==> config.mk <==
export PLATFORM = sky130hd
export DESIGN_NAME = raster_tile_grid_generator
export DESIGN_NICKNAME = d
export VERILOG_FILES = /design/src/rtgg_pkg.sv /design/src/rtgg_div.sv /design/src/rtgg_dp.sv /design/src/rtgg_ctrl.sv /design/src/raster_tile_grid_generator.sv
export SDC_FILE = /design/constraint.sdc
export NUM_CORES = 2
export LEC_CHECK = 0
export ABC_AREA = 1
export BUFFER_PORTS_ARGS = -buffer_cell sky130_fd_sc_hd__buf_2
export CAP_MARGIN = 0
export CORE_MARGIN = 5
export CORE_UTILIZATION = 40
export CTS_CLUSTER_DIAMETER = 150
export CTS_CLUSTER_SIZE = 20
export DETAILED_ROUTE_END_ITERATION = 16
export PLACE_DENSITY = 0.54
export SKIP_LAST_GASP = 1
export SYNTH_ARGS = -nofsm -noshare
export SYNTH_HDL_FRONTEND = slang
export SYNTH_HIERARCHICAL = 1
export SYNTH_SLANG_ARGS = --single-unit
==> constraint.sdc <==
create_clock -name clock -period 5.95 [get_ports clock]
set_input_delay 0.2975 -clock clock [delete_from_list [all_inputs] [get_ports clock]]
set_output_delay 0.2975 -clock clock [all_outputs]
set_load 0.1 [all_outputs]
==> src/rtgg_pkg.sv <==
package rtgg_pkg;

   // Fixed widths of the configuration registers and result fields.
   localparam int LIMIT_BITS     = 32;
   localparam int CAP_BITS       = 7;
   localparam int GRID_BITS      = 6;
   localparam int CSR_INDEX_BITS = 1;
   localparam int CSR_DATA_BITS  = LIMIT_BITS;

   // Defaults for the top-level parameters.
   localparam int DIM_BITS_DEFAULT  = 24;
   localparam int MAX_TILES_DEFAULT = 64;

   // Register reset values.
   localparam logic [LIMIT_BITS-1:0] LIMIT_RESET = 32'd16777216;
   localparam logic [CAP_BITS-1:0]   CAP_RESET   = 7'd64;

   // Register indexes on the configuration port.
   localparam logic [CSR_INDEX_BITS-1:0] CSR_MAX_PIXELS = 1'd0;
   localparam logic [CSR_INDEX_BITS-1:0] CSR_MAX_TILES  = 1'd1;

   // Operand selection for the shared divider.
   typedef logic [1:0] div_sel_type;
   localparam div_sel_type DIV_SEL_COLS  = 2'd0;
   localparam div_sel_type DIV_SEL_CELLW = 2'd1;
   localparam div_sel_type DIV_SEL_CELLH = 2'd2;

   // Commands from the controller to the datapath.
   typedef struct packed {
      logic        load;
      logic        prod;
      logic        tile_step;
      logic        row_init;
      logic        row_step;
      logic        div_start;
      logic        div_store;
      div_sel_type div_sel;
      logic        emit_init;
      logic        emit_step;
   } cmd_type;

   // Status from the datapath to the controller.
   typedef struct packed {
      logic dim_zero;
      logic tile_done;
      logic row_done;
      logic div_done;
      logic last;
   } status_type;

endpackage

==> src/rtgg_div.sv <==
module rtgg_div import rtgg_pkg::*; #(
   parameter int DIVIDEND_BITS = DIM_BITS_DEFAULT + 1,
   parameter int DIVISOR_BITS  = $clog2(MAX_TILES_DEFAULT + 1)
) (
   input  logic                     clock,
   input  logic                     reset,
   input  logic                     start,
   input  logic [DIVIDEND_BITS-1:0] dividend,
   input  logic [DIVISOR_BITS-1:0]  divisor,
   output logic                     done,
   output logic [DIVIDEND_BITS-1:0] quotient
);

   localparam int CNT_BITS = $clog2(DIVIDEND_BITS + 1);

   logic [DIVIDEND_BITS-1:0] quo_ff, quo_in;
   logic [DIVISOR_BITS-1:0]  rem_ff, rem_in;
   logic [DIVISOR_BITS-1:0]  dsr_ff, dsr_in;
   logic [CNT_BITS-1:0]      cnt_ff, cnt_in;
   logic                     done_ff, done_in;
   logic [DIVISOR_BITS:0]    trial;
   logic [DIVISOR_BITS:0]    diff;
   logic                     fits;

   // One quotient bit per cycle, restoring division, most significant bit first.
   always_comb begin
      trial   = {rem_ff, quo_ff[DIVIDEND_BITS-1]};
      diff    = trial - {1'b0, dsr_ff};
      fits    = (trial >= {1'b0, dsr_ff});
      quo_in  = quo_ff;
      rem_in  = rem_ff;
      dsr_in  = dsr_ff;
      cnt_in  = cnt_ff;
      done_in = 1'b0;
      if (start) begin
         quo_in = dividend;
         rem_in = '0;
         dsr_in = divisor;
         cnt_in = CNT_BITS'(DIVIDEND_BITS);
      end else if (cnt_ff != '0) begin
         quo_in  = {quo_ff[DIVIDEND_BITS-2:0], fits};
         rem_in  = fits ? diff[DIVISOR_BITS-1:0] : trial[DIVISOR_BITS-1:0];
         cnt_in  = cnt_ff - 1'b1;
         done_in = (cnt_ff == CNT_BITS'(1));
      end
   end

   always_ff @(posedge clock) begin
      quo_ff <= quo_in;
      rem_ff <= rem_in;
      dsr_ff <= dsr_in;
      if (reset) begin
         cnt_ff  <= '0;
         done_ff <= 1'b0;
      end else begin
         cnt_ff  <= cnt_in;
         done_ff <= done_in;
      end
   end

   assign done     = done_ff;
   assign quotient = quo_ff;

endmodule

==> src/rtgg_dp.sv <==
module rtgg_dp import rtgg_pkg::*; #(
   parameter int MAX_TILES = MAX_TILES_DEFAULT,
   parameter int DIM_BITS  = DIM_BITS_DEFAULT
) (
   input  logic                                 clock,
   input  logic                                 reset,
   input  cmd_type                              cmd,
   output status_type                           status,
   input  logic [LIMIT_BITS-1:0]                limit,
   input  logic [$clog2(MAX_TILES + 1)-1:0]     cap,
   input  logic [DIM_BITS-1:0]                  req_raster_width,
   input  logic [DIM_BITS-1:0]                  req_raster_height,
   output logic [DIM_BITS-1:0]                  rsp_x_offset,
   output logic [DIM_BITS-1:0]                  rsp_y_offset,
   output logic [DIM_BITS-1:0]                  rsp_x_size,
   output logic [DIM_BITS-1:0]                  rsp_y_size,
   output logic [GRID_BITS-1:0]                 rsp_grid_row,
   output logic [GRID_BITS-1:0]                 rsp_grid_col
);

   localparam int TCW       = $clog2(MAX_TILES + 1);
   localparam int PROD_BITS = 2 * DIM_BITS;
   localparam int ACC_BITS  = LIMIT_BITS + TCW;
   localparam int CMP_BITS  = (PROD_BITS > ACC_BITS) ? PROD_BITS : ACC_BITS;
   localparam int BND_BITS  = DIM_BITS + TCW + 2;
   localparam int SQ_BITS   = DIM_BITS + 2 * TCW + 2;
   localparam int DW        = DIM_BITS + 1;

   logic [DIM_BITS-1:0]  w_ff, w_in, h_ff, h_in;
   logic [PROD_BITS-1:0] prod_ff, prod_in;
   logic [ACC_BITS-1:0]  acc_ff, acc_in;
   logic [TCW-1:0]       t_ff, t_in;
   logic [BND_BITS-1:0]  bound_ff, bound_in;
   logic [SQ_BITS-1:0]   sq_ff, sq_in, inc_ff, inc_in;
   logic [TCW:0]         k_ff, k_in;
   logic [TCW-1:0]       rows_ff, rows_in, cols_ff, cols_in;
   logic [DIM_BITS-1:0]  cell_w_ff, cell_w_in, cell_h_ff, cell_h_in;
   logic [DIM_BITS-1:0]  xoff_ff, xoff_in, yoff_ff, yoff_in;
   logic [TCW-1:0]       row_ff, row_in, col_ff, col_in;

   logic [DW-1:0]        div_dividend;
   logic [TCW-1:0]       div_divisor;
   logic                 div_done;
   logic [DW-1:0]        div_quotient;
   logic [DIM_BITS:0]    next_x, next_y;
   logic [DIM_BITS-1:0]  x_left, y_left;
   logic                 more_col, more_row;

   // Operands of the shared divider; the ceiling forms add divisor minus one.
   always_comb begin
      case (cmd.div_sel)
         DIV_SEL_CELLW: begin
            div_dividend = DW'(w_ff) + DW'(cols_ff) - DW'(1);
            div_divisor  = cols_ff;
         end
         DIV_SEL_CELLH: begin
            div_dividend = DW'(h_ff) + DW'(rows_ff) - DW'(1);
            div_divisor  = rows_ff;
         end
         default: begin
            div_dividend = DW'(t_ff);
            div_divisor  = rows_ff;
         end
      endcase
   end

   rtgg_div #(
      .DIVIDEND_BITS (DW),
      .DIVISOR_BITS  (TCW)
   ) u_div (
      .clock    (clock),
      .reset    (reset),
      .start    (cmd.div_start),
      .dividend (div_dividend),
      .divisor  (div_divisor),
      .done     (div_done),
      .quotient (div_quotient)
   );

   // Window walk: step along the row, else drop to the next row.
   always_comb begin
      next_x   = {1'b0, xoff_ff} + {1'b0, cell_w_ff};
      next_y   = {1'b0, yoff_ff} + {1'b0, cell_h_ff};
      more_col = (col_ff + 1'b1 < cols_ff) && (next_x < {1'b0, w_ff});
      more_row = (row_ff + 1'b1 < rows_ff) && (next_y < {1'b0, h_ff});
      x_left   = w_ff - xoff_ff;
      y_left   = h_ff - yoff_ff;
   end

   // Next values of the datapath registers under the controller's commands.
   always_comb begin
      w_in      = w_ff;
      h_in      = h_ff;
      prod_in   = prod_ff;
      acc_in    = acc_ff;
      t_in      = t_ff;
      bound_in  = bound_ff;
      sq_in     = sq_ff;
      inc_in    = inc_ff;
      k_in      = k_ff;
      rows_in   = rows_ff;
      cols_in   = cols_ff;
      cell_w_in = cell_w_ff;
      cell_h_in = cell_h_ff;
      xoff_in   = xoff_ff;
      yoff_in   = yoff_ff;
      row_in    = row_ff;
      col_in    = col_ff;

      if (cmd.load) begin
         w_in = req_raster_width;
         h_in = req_raster_height;
      end

      // Tile count: smallest t with t * limit covering the pixel count, or the cap if reached first.
      if (cmd.prod) begin
         prod_in = PROD_BITS'(w_ff) * PROD_BITS'(h_ff);
         acc_in  = ACC_BITS'(limit);
         t_in    = TCW'(1);
      end
      if (cmd.tile_step) begin
         acc_in = acc_ff + ACC_BITS'(limit);
         t_in   = t_ff + 1'b1;
      end

      // Row count: (2k-1)^2 * W grows by 8k * W from one k to the next.
      if (cmd.row_init) begin
         bound_in = (BND_BITS'(t_ff) * BND_BITS'(h_ff)) << 2;
         sq_in    = SQ_BITS'(w_ff);
         inc_in   = SQ_BITS'(w_ff) << 3;
         k_in     = (TCW + 1)'(1);
         rows_in  = TCW'(1);
      end
      if (cmd.row_step) begin
         rows_in = k_ff[TCW-1:0];
         k_in    = k_ff + 1'b1;
         sq_in   = sq_ff + inc_ff;
         inc_in  = inc_ff + (SQ_BITS'(w_ff) << 3);
      end

      if (cmd.div_store) begin
         case (cmd.div_sel)
            DIV_SEL_CELLW: cell_w_in = div_quotient[DIM_BITS-1:0];
            DIV_SEL_CELLH: cell_h_in = div_quotient[DIM_BITS-1:0];
            default:       cols_in   = div_quotient[TCW-1:0];
         endcase
      end

      if (cmd.emit_init) begin
         xoff_in = '0;
         yoff_in = '0;
         row_in  = '0;
         col_in  = '0;
      end
      if (cmd.emit_step) begin
         if (more_col) begin
            col_in  = col_ff + 1'b1;
            xoff_in = next_x[DIM_BITS-1:0];
         end else begin
            row_in  = row_ff + 1'b1;
            col_in  = '0;
            xoff_in = '0;
            yoff_in = next_y[DIM_BITS-1:0];
         end
      end
   end

   always_ff @(posedge clock) begin
      w_ff      <= w_in;
      h_ff      <= h_in;
      prod_ff   <= prod_in;
      acc_ff    <= acc_in;
      t_ff      <= t_in;
      bound_ff  <= bound_in;
      sq_ff     <= sq_in;
      inc_ff    <= inc_in;
      k_ff      <= k_in;
      rows_ff   <= rows_in;
      cols_ff   <= cols_in;
      cell_w_ff <= cell_w_in;
      cell_h_ff <= cell_h_in;
      xoff_ff   <= xoff_in;
      yoff_ff   <= yoff_in;
      row_ff    <= row_in;
      col_ff    <= col_in;
   end

   // Status back to the controller.
   always_comb begin
      status.dim_zero  = (w_ff == '0) || (h_ff == '0);
      status.tile_done = (CMP_BITS'(acc_ff) >= CMP_BITS'(prod_ff)) || (t_ff == cap);
      status.row_done  = (k_ff > {1'b0, t_ff}) || (sq_ff > SQ_BITS'(bound_ff));
      status.div_done  = div_done;
      status.last      = !more_col && !more_row;
   end

   // Result payload, held steady while the controller waits on the consumer.
   assign rsp_x_offset = xoff_ff;
   assign rsp_y_offset = yoff_ff;
   assign rsp_x_size   = (x_left < cell_w_ff) ? x_left : cell_w_ff;
   assign rsp_y_size   = (y_left < cell_h_ff) ? y_left : cell_h_ff;
   assign rsp_grid_row = GRID_BITS'(row_ff);
   assign rsp_grid_col = GRID_BITS'(col_ff);

endmodule

==> src/rtgg_ctrl.sv <==
module rtgg_ctrl import rtgg_pkg::*; (
   input  logic       clock,
   input  logic       reset,
   input  logic       req_valid,
   output logic       req_ready,
   output logic       rsp_valid,
   input  logic       rsp_ready,
   output cmd_type    cmd,
   input  status_type status
);

   localparam logic [3:0] ST_IDLE     = 4'd0;
   localparam logic [3:0] ST_PROD     = 4'd1;
   localparam logic [3:0] ST_TILES    = 4'd2;
   localparam logic [3:0] ST_ROW_INIT = 4'd3;
   localparam logic [3:0] ST_ROWS     = 4'd4;
   localparam logic [3:0] ST_COLS_GO  = 4'd5;
   localparam logic [3:0] ST_COLS_WT  = 4'd6;
   localparam logic [3:0] ST_CW_GO    = 4'd7;
   localparam logic [3:0] ST_CW_WT    = 4'd8;
   localparam logic [3:0] ST_CH_GO    = 4'd9;
   localparam logic [3:0] ST_CH_WT    = 4'd10;
   localparam logic [3:0] ST_EMIT     = 4'd11;

   logic [3:0] state_ff, state_in;

   // Sequencing of one raster: tile count, row count, three divisions, windows; a zero dimension returns to idle.
   always_comb begin
      state_in  = state_ff;
      cmd       = '0;
      cmd.div_sel = DIV_SEL_COLS;
      req_ready = 1'b0;
      rsp_valid = 1'b0;
      case (state_ff)
         ST_IDLE: begin
            req_ready = 1'b1;
            if (req_valid) begin
               cmd.load = 1'b1;
               state_in = ST_PROD;
            end
         end
         ST_PROD: begin
            if (status.dim_zero) begin
               state_in = ST_IDLE;
            end else begin
               cmd.prod = 1'b1;
               state_in = ST_TILES;
            end
         end
         ST_TILES: begin
            if (status.tile_done) begin
               state_in = ST_ROW_INIT;
            end else begin
               cmd.tile_step = 1'b1;
            end
         end
         ST_ROW_INIT: begin
            cmd.row_init = 1'b1;
            state_in     = ST_ROWS;
         end
         ST_ROWS: begin
            if (status.row_done) begin
               state_in = ST_COLS_GO;
            end else begin
               cmd.row_step = 1'b1;
            end
         end
         ST_COLS_GO: begin
            cmd.div_start = 1'b1;
            state_in      = ST_COLS_WT;
         end
         ST_COLS_WT: begin
            if (status.div_done) begin
               cmd.div_store = 1'b1;
               state_in      = ST_CW_GO;
            end
         end
         ST_CW_GO: begin
            cmd.div_sel   = DIV_SEL_CELLW;
            cmd.div_start = 1'b1;
            state_in      = ST_CW_WT;
         end
         ST_CW_WT: begin
            cmd.div_sel = DIV_SEL_CELLW;
            if (status.div_done) begin
               cmd.div_store = 1'b1;
               state_in      = ST_CH_GO;
            end
         end
         ST_CH_GO: begin
            cmd.div_sel   = DIV_SEL_CELLH;
            cmd.div_start = 1'b1;
            state_in      = ST_CH_WT;
         end
         ST_CH_WT: begin
            cmd.div_sel = DIV_SEL_CELLH;
            if (status.div_done) begin
               cmd.div_store = 1'b1;
               cmd.emit_init = 1'b1;
               state_in      = ST_EMIT;
            end
         end
         ST_EMIT: begin
            rsp_valid = 1'b1;
            if (rsp_ready) begin
               cmd.emit_step = 1'b1;
               if (status.last) begin
                  state_in = ST_IDLE;
               end
            end
         end
         default: begin
            state_in = ST_IDLE;
         end
      endcase
   end

   always_ff @(posedge clock) begin
      if (reset) begin
         state_ff <= ST_IDLE;
      end else begin
         state_ff <= state_in;
      end
   end

endmodule

==> src/raster_tile_grid_generator.sv <==
// Channel     Ports                                  Direction  Transaction
// request     req_valid/req_ready, req_raster_*      in         one raster size
// response    rsp_valid/rsp_ready, rsp_*             out        one window
// csr         csr_wr_en, csr_index, csr_wdata        in         one register write
//
// A raster is taken only while the block is idle; its windows then follow.
// Setup runs a tile search of up to T steps, a row search of up to R + 1 steps and
// three passes of the one-bit-per-cycle divider. Windows then leave at one per cycle
// while the consumer is ready. Reset is synchronous and restores the register
// defaults; a stalled response holds its window until it is taken.
module raster_tile_grid_generator import rtgg_pkg::*; #(
   parameter int MAX_TILES = MAX_TILES_DEFAULT,
   parameter int DIM_BITS  = DIM_BITS_DEFAULT
) (
   input  logic                      clock,
   input  logic                      reset,
   input  logic                      req_valid,
   output logic                      req_ready,
   input  logic [DIM_BITS-1:0]       req_raster_width,
   input  logic [DIM_BITS-1:0]       req_raster_height,
   output logic                      rsp_valid,
   input  logic                      rsp_ready,
   output logic [DIM_BITS-1:0]       rsp_x_offset,
   output logic [DIM_BITS-1:0]       rsp_y_offset,
   output logic [DIM_BITS-1:0]       rsp_x_size,
   output logic [DIM_BITS-1:0]       rsp_y_size,
   output logic [GRID_BITS-1:0]      rsp_grid_row,
   output logic [GRID_BITS-1:0]      rsp_grid_col,
   output logic                      rsp_last,
   input  logic                      csr_wr_en,
   input  logic [CSR_INDEX_BITS-1:0] csr_index,
   input  logic [CSR_DATA_BITS-1:0]  csr_wdata
);

   localparam int TCW = $clog2(MAX_TILES + 1);

   logic [LIMIT_BITS-1:0] limit_ff;
   logic [CAP_BITS-1:0]   cap_ff;
   logic [LIMIT_BITS-1:0] limit_eff;
   logic [TCW-1:0]        cap_eff;
   cmd_type               cmd;
   status_type            status;

   // Configuration registers.
   always_ff @(posedge clock) begin
      if (reset) begin
         limit_ff <= LIMIT_RESET;
         cap_ff   <= CAP_RESET;
      end else if (csr_wr_en) begin
         case (csr_index)
            CSR_MAX_PIXELS: limit_ff <= csr_wdata;
            CSR_MAX_TILES:  cap_ff   <= csr_wdata[CAP_BITS-1:0];
            default:        ;
         endcase
      end
   end

   // A zero limit counts as one; the tile cap is held to 1..MAX_TILES.
   always_comb begin
      limit_eff = (limit_ff == '0) ? LIMIT_BITS'(1) : limit_ff;
      if (cap_ff == '0) begin
         cap_eff = TCW'(1);
      end else if (cap_ff > CAP_BITS'(MAX_TILES)) begin
         cap_eff = TCW'(MAX_TILES);
      end else begin
         cap_eff = TCW'(cap_ff);
      end
   end

   rtgg_ctrl u_ctrl (
      .clock     (clock),
      .reset     (reset),
      .req_valid (req_valid),
      .req_ready (req_ready),
      .rsp_valid (rsp_valid),
      .rsp_ready (rsp_ready),
      .cmd       (cmd),
      .status    (status)
   );

   rtgg_dp #(
      .MAX_TILES (MAX_TILES),
      .DIM_BITS  (DIM_BITS)
   ) u_dp (
      .clock             (clock),
      .reset             (reset),
      .cmd               (cmd),
      .status            (status),
      .limit             (limit_eff),
      .cap               (cap_eff),
      .req_raster_width  (req_raster_width),
      .req_raster_height (req_raster_height),
      .rsp_x_offset      (rsp_x_offset),
      .rsp_y_offset      (rsp_y_offset),
      .rsp_x_size        (rsp_x_size),
      .rsp_y_size        (rsp_y_size),
      .rsp_grid_row      (rsp_grid_row),
      .rsp_grid_col      (rsp_grid_col)
   );

   assign rsp_last = status.last;

endmodule
==> run_summary.xml <==
<?xml version="1.0" encoding="UTF-8"?>
<metrics>
  <group name="outcome">
    <metric name="status" unit="">complete, but fails checks</metric>
    <metric name="violations_in_the_final_reports" unit="">negative setup slack</metric>
  </group>
  <group name="logic_synthesis">
    <metric name="netlist_instances" unit="">8285</metric>
    <metric name="syn_area" unit="um2">62610</metric>
    <metric name="synth_enable_flop_cells" unit="">383</metric>
    <metric name="async_flop_share" unit="%">0</metric>
    <metric name="ys.flop_type" unit="">sky130_fd_sc_hd__edfxtp_1</metric>
    <metric name="synthesis.yosys.warnings" unit="">6</metric>
    <metric name="synth.net_count" unit="">9654</metric>
    <metric name="post_synth.cell_area_avg" unit="um2">7.557</metric>
    <metric name="synth_sequential_area_ratio" unit="%">21.15</metric>
    <metric name="unique_cell_type_count_in_the_yosys_netlist" unit="">67</metric>
    <metric name="postSynthRegisterBits" unit="">470</metric>
  </group>
  <group name="route">
    <metric name="antenna_left" unit="">0</metric>
    <metric name="wl_met1" unit="um">104500</metric>
    <metric name="dr.max_layer_used" unit="">met5</metric>
    <metric name="routed_via_density" unit="">5.171</metric>
    <metric name="drt_wl_total" unit="um">231600</metric>
    <metric name="average_routed_wire_per_standard_cell" unit="um">21.27</metric>
    <metric name="dr_wl_met3" unit="um">11590</metric>
    <metric name="drc" unit="">0</metric>
    <metric name="wl_met2" unit="um">109300</metric>
    <metric name="detailedRoute.firstIterationViolations" unit="">4362</metric>
    <metric name="via_count" unit="">56300</metric>
    <metric name="first_pass_iters" unit="">6</metric>
  </group>
  <group name="grt">
    <metric name="grt_antenna_before_repair" unit="">27</metric>
    <metric name="grt.total_usage" unit="%">27.44</metric>
    <metric name="grt_first_pass_wirelength" unit="um">343500</metric>
    <metric name="grt_pass1_vias" unit="">55530</metric>
    <metric name="grt_start_max_net_pins" unit="">74</metric>
    <metric name="gr-total-overflow" unit="">0</metric>
  </group>
  <group name="placement">
    <metric name="place_congestion" unit="">0.9403</metric>
    <metric name="post-dp-hpwl" unit="um">195700</metric>
    <metric name="place.port_buffers" unit="">196</metric>
  </group>
  <group name="setup_path">
    <metric name="timing.rr.end" unit="">u_dp/prod_ff[40]</metric>
    <metric name="crit-reg2reg-launch" unit="">u_dp/w_ff[6]</metric>
    <metric name="cpPeakStageDelay" unit="ns">0.57</metric>
    <metric name="worst_path_dominant_cell_family" unit="">adder cells</metric>
    <metric name="end_kind" unit="">flip-flop</metric>
    <metric name="timing_worst_setup_path_type" unit="">reg2reg</metric>
    <metric name="path_max_fanout" unit="">8</metric>
    <metric name="critPathBufInv" unit="">7</metric>
    <metric name="crit_path_top_delay_cell" unit="">sky130_fd_sc_hd__edfxtp_1</metric>
    <metric name="regToRegSetupSlack" unit="ns">-0.39</metric>
    <metric name="critPathLaunchType" unit="">flip-flop</metric>
    <metric name="crit_path_cell_trace" unit="">buf_6, nand2_1, fa_1, inv_1, fa_1, fa_1, fa_1, fa_1, fa_1, inv_2, fa_1, inv_2, ha_4, a21o_1, buf_4, a31oi_1, buf_4, o21ai_2, a31oi_1, buf_4, nand3_4, xor2_1</metric>
    <metric name="cp_common_cell" unit="">sky130_fd_sc_hd__fa_1</metric>
    <metric name="worst_ep_required_time" unit="ns">6.40</metric>
    <metric name="worst-endpoint-arrival" unit="ns">6.79</metric>
    <metric name="crit_cells" unit="">22</metric>
    <metric name="reg2reg_depth" unit="">22</metric>
  </group>
  <group name="timing">
    <metric name="rsz0062_at_grt" unit="">true</metric>
    <metric name="final_clock_period_utilization_by_the_worst_path" unit="%">106.6</metric>
    <metric name="totalNegativeSetupSlack" unit="ns">-7.282</metric>
    <metric name="setup_viol" unit="">31</metric>
    <metric name="tightest_slew" unit="ns">1.090</metric>
    <metric name="slew_headroom" unit="%">27.24</metric>
    <metric name="max_clock_freq" unit="MHz">157.7</metric>
    <metric name="finalClockSkew" unit="ns">0.04260</metric>
    <metric name="slew_viol_final" unit="">0</metric>
    <metric name="setup_slack" unit="ns">-0.3920</metric>
    <metric name="period_needed" unit="ns">6.342</metric>
    <metric name="total_count_of_hold_check_failures_in_the_final_report" unit="">0</metric>
  </group>
  <group name="floorplan">
    <metric name="core.rowCount" unit="">145</metric>
    <metric name="io_pins" unit="">197</metric>
    <metric name="initial_utilization" unit="%">40.18</metric>
    <metric name="floorplan.die.width" unit="um">405.6</metric>
    <metric name="die_height" unit="um">405.6</metric>
    <metric name="floorplan.core_area" unit="um2">155800</metric>
    <metric name="floorplan.die_area" unit="um2">164500</metric>
  </group>
  <group name="clock_network">
    <metric name="clock-sinks" unit="">470</metric>
    <metric name="ctsHtreeMaxLevel" unit="">1</metric>
    <metric name="clk_pin_slew" unit="ns">0.10</metric>
    <metric name="cts-root-buf" unit="">sky130_fd_sc_hd__clkbuf_16</metric>
    <metric name="clock_tree_from_tritoncts" unit="">built</metric>
    <metric name="insertion_delay" unit="ns">0.69</metric>
    <metric name="cts-root-to-sink-buffers" unit="">3</metric>
    <metric name="numCtsBuffers" unit="">29</metric>
  </group>
  <group name="worst_hold_path">
    <metric name="min_delay_worst_endpoint" unit="">limit_ff[24]</metric>
    <metric name="hp-class" unit="">in2reg</metric>
    <metric name="hold_path_startpoint" unit="">csr_index</metric>
    <metric name="min_delay_path_depth" unit="">4</metric>
  </group>
  <group name="finish">
    <metric name="layout_area_growth_over_synthesis" unit="%">17.05</metric>
    <metric name="drive_above_1_share" unit="%">12.06</metric>
    <metric name="final_net_count" unit="">10170</metric>
    <metric name="final_util" unit="%">47.03</metric>
  </group>
  <group name="flow_run">
    <metric name="max-cap-violations" unit="">0</metric>
  </group>
</metrics>
-- state kept, by name, indices dropped and copies added (netlist names), 8 cells and up --
signal / flops
u_dp/h_ff: 24
limit_ff: 32
u_dp/rsp_x_offset: 24
u_dp/k_ff: 8
u_dp/acc_ff: 39
u_dp/cell_w_ff: 24
u_dp/bound_ff: 31
u_dp/w_ff: 24
u_dp/inc_ff: 37
u_dp/rsp_y_offset: 24
u_dp/sq_ff: 40
u_dp/u_div/quotient: 25
u_dp/cell_h_ff: 24
u_dp/prod_ff: 48
-- area by class of cell --
cell class                      instances  area (um2)
Fill cell                           15690       82560
Tap cell                             2058        2575
Multi-Input combinational cell       5771       42920
Timing Repair Buffer                  760        6995
Inverter                             1766        6636
Clock inverter                          7       77.57
Antenna cell                            8       20.02
Clock buffer                           47       824.5
Sequential cell                       470       13240
-- worst max path at each step --
stage	start	to	slack (ns)
after floorplan	u_dp/rsp_y_offset[1]	rsp_y_size[14]	-0.50
after global placement	u_dp/w_ff[5]	u_dp/prod_ff[24]	-0.60
after detailed placement	u_dp/w_ff[20]	u_dp/prod_ff[43]	-0.59
after CTS	u_dp/w_ff[17]	u_dp/prod_ff[43]	-0.36
after global routing	u_dp/w_ff[11]	u_dp/prod_ff[36]	-0.59
final	u_dp/w_ff[6]	u_dp/prod_ff[40]	-0.39
-- timing repair --
action,CTS,global route
hold endpoints to repair,87,0
pin swaps,19,111
setup endpoints to repair,34,85
cloned,1,4
hold buffers,80,0
resized for setup,118,254
buffers inserted,22,30
-- Yosys cell counts (all sizes together) (4+ instances only) --
library cell  count  area, um2
inv            1763       6618
nor4             27      168.9
nor2            600       2338
a21o             47      352.8
edfxtp          383      11500
xor2            132       1156
fa              601      12030
nand4            69      437.9
o221ai            6      52.55
or2              24      152.6
o211ai           19      142.6
o21ai           443       2217
buf              53      336.6
o21bai           44      330.3
xnor2            62      543.0
nand3b           12      90.09
nor3             59      306.5
and3              4      25.02
ha              682       8533
a21oi           523       2640
o21a             29      217.7
dfxtp            87       1742
a21boi           19      142.6
nand2          1982       7480
nand3           285       1469
a31oi            53      331.6
and2             10      62.56
o22ai             9      56.30
clkbuf          225      873.3
-- cells by family (layout without fill, tap and decap cells) --
family / Yosys count / after routing / share of synthesized area [%]
AND/OR/NAND/NOR: 3080 / 3080 / 20.11
XOR/XNOR: 194 / 194 / 2.714
adder cells (fa/ha/maj): 1283 / 1283 / 32.85
flip-flops: 470 / 470 / 21.15
buffers and inverters: 2044 / 2580 / 12.52
other: 0 / 8 / 0
AO/OA/AOI/OAI: 1214 / 1214 / 10.66
-- tightest hold or removal path, stage by stage --
cell	delay, ns
sky130_fd_sc_hd__buf_2	0.11
sky130_fd_sc_hd__nor2_4	0.13
sky130_fd_sc_hd__nand2_1	0.09
sky130_fd_sc_hd__nand3_1	0.07
-- metrics by stage --
step                cells  cell area (um2)  hold WS (ns)  setup WS, ns
finish              10890            73290       0.06012       -0.3920
floorplan            8285            62950        0.3666       -0.4979
global route        10880            73270       0.06987       -0.5940
global placement    10690            69680        0.4659       -0.5987
detailed placement  10690            69680        0.4617       -0.5917
CTS                 10850            72010       0.01306       -0.3564
-- cell usage in the layout, fill, tap and decap left out, drive strengths merged, types with 19 or more instances in the layout --
master / count
nand2: 1982
inv: 1768
ha: 682
buf: 672
fa: 601
nor2: 600
a21oi: 523
o21ai: 443
edfxtp: 383
nand3: 285
xor2: 132
dfxtp: 87
dlygate4sd3: 80
nand4: 69
xnor2: 62
nor3: 59
clkbuf: 55
a31oi: 53
a21o: 47
o21bai: 44
o21a: 29
nor4: 27
or2: 24
o211ai: 19
a21boi: 19
-- metal layers --
layer | vias to the layer above | GRT usage, %
met1 | 27560 | 38.01
met3 | 232 | 2.736
met5 | - | 0
met4 | 12 | 6.092
met2 | 1457 | 46.57
li1 | 27030 | -
Power is not shown: default switching activity piles up to over one toggle a cycle in this logic, so the estimate is an artifact.
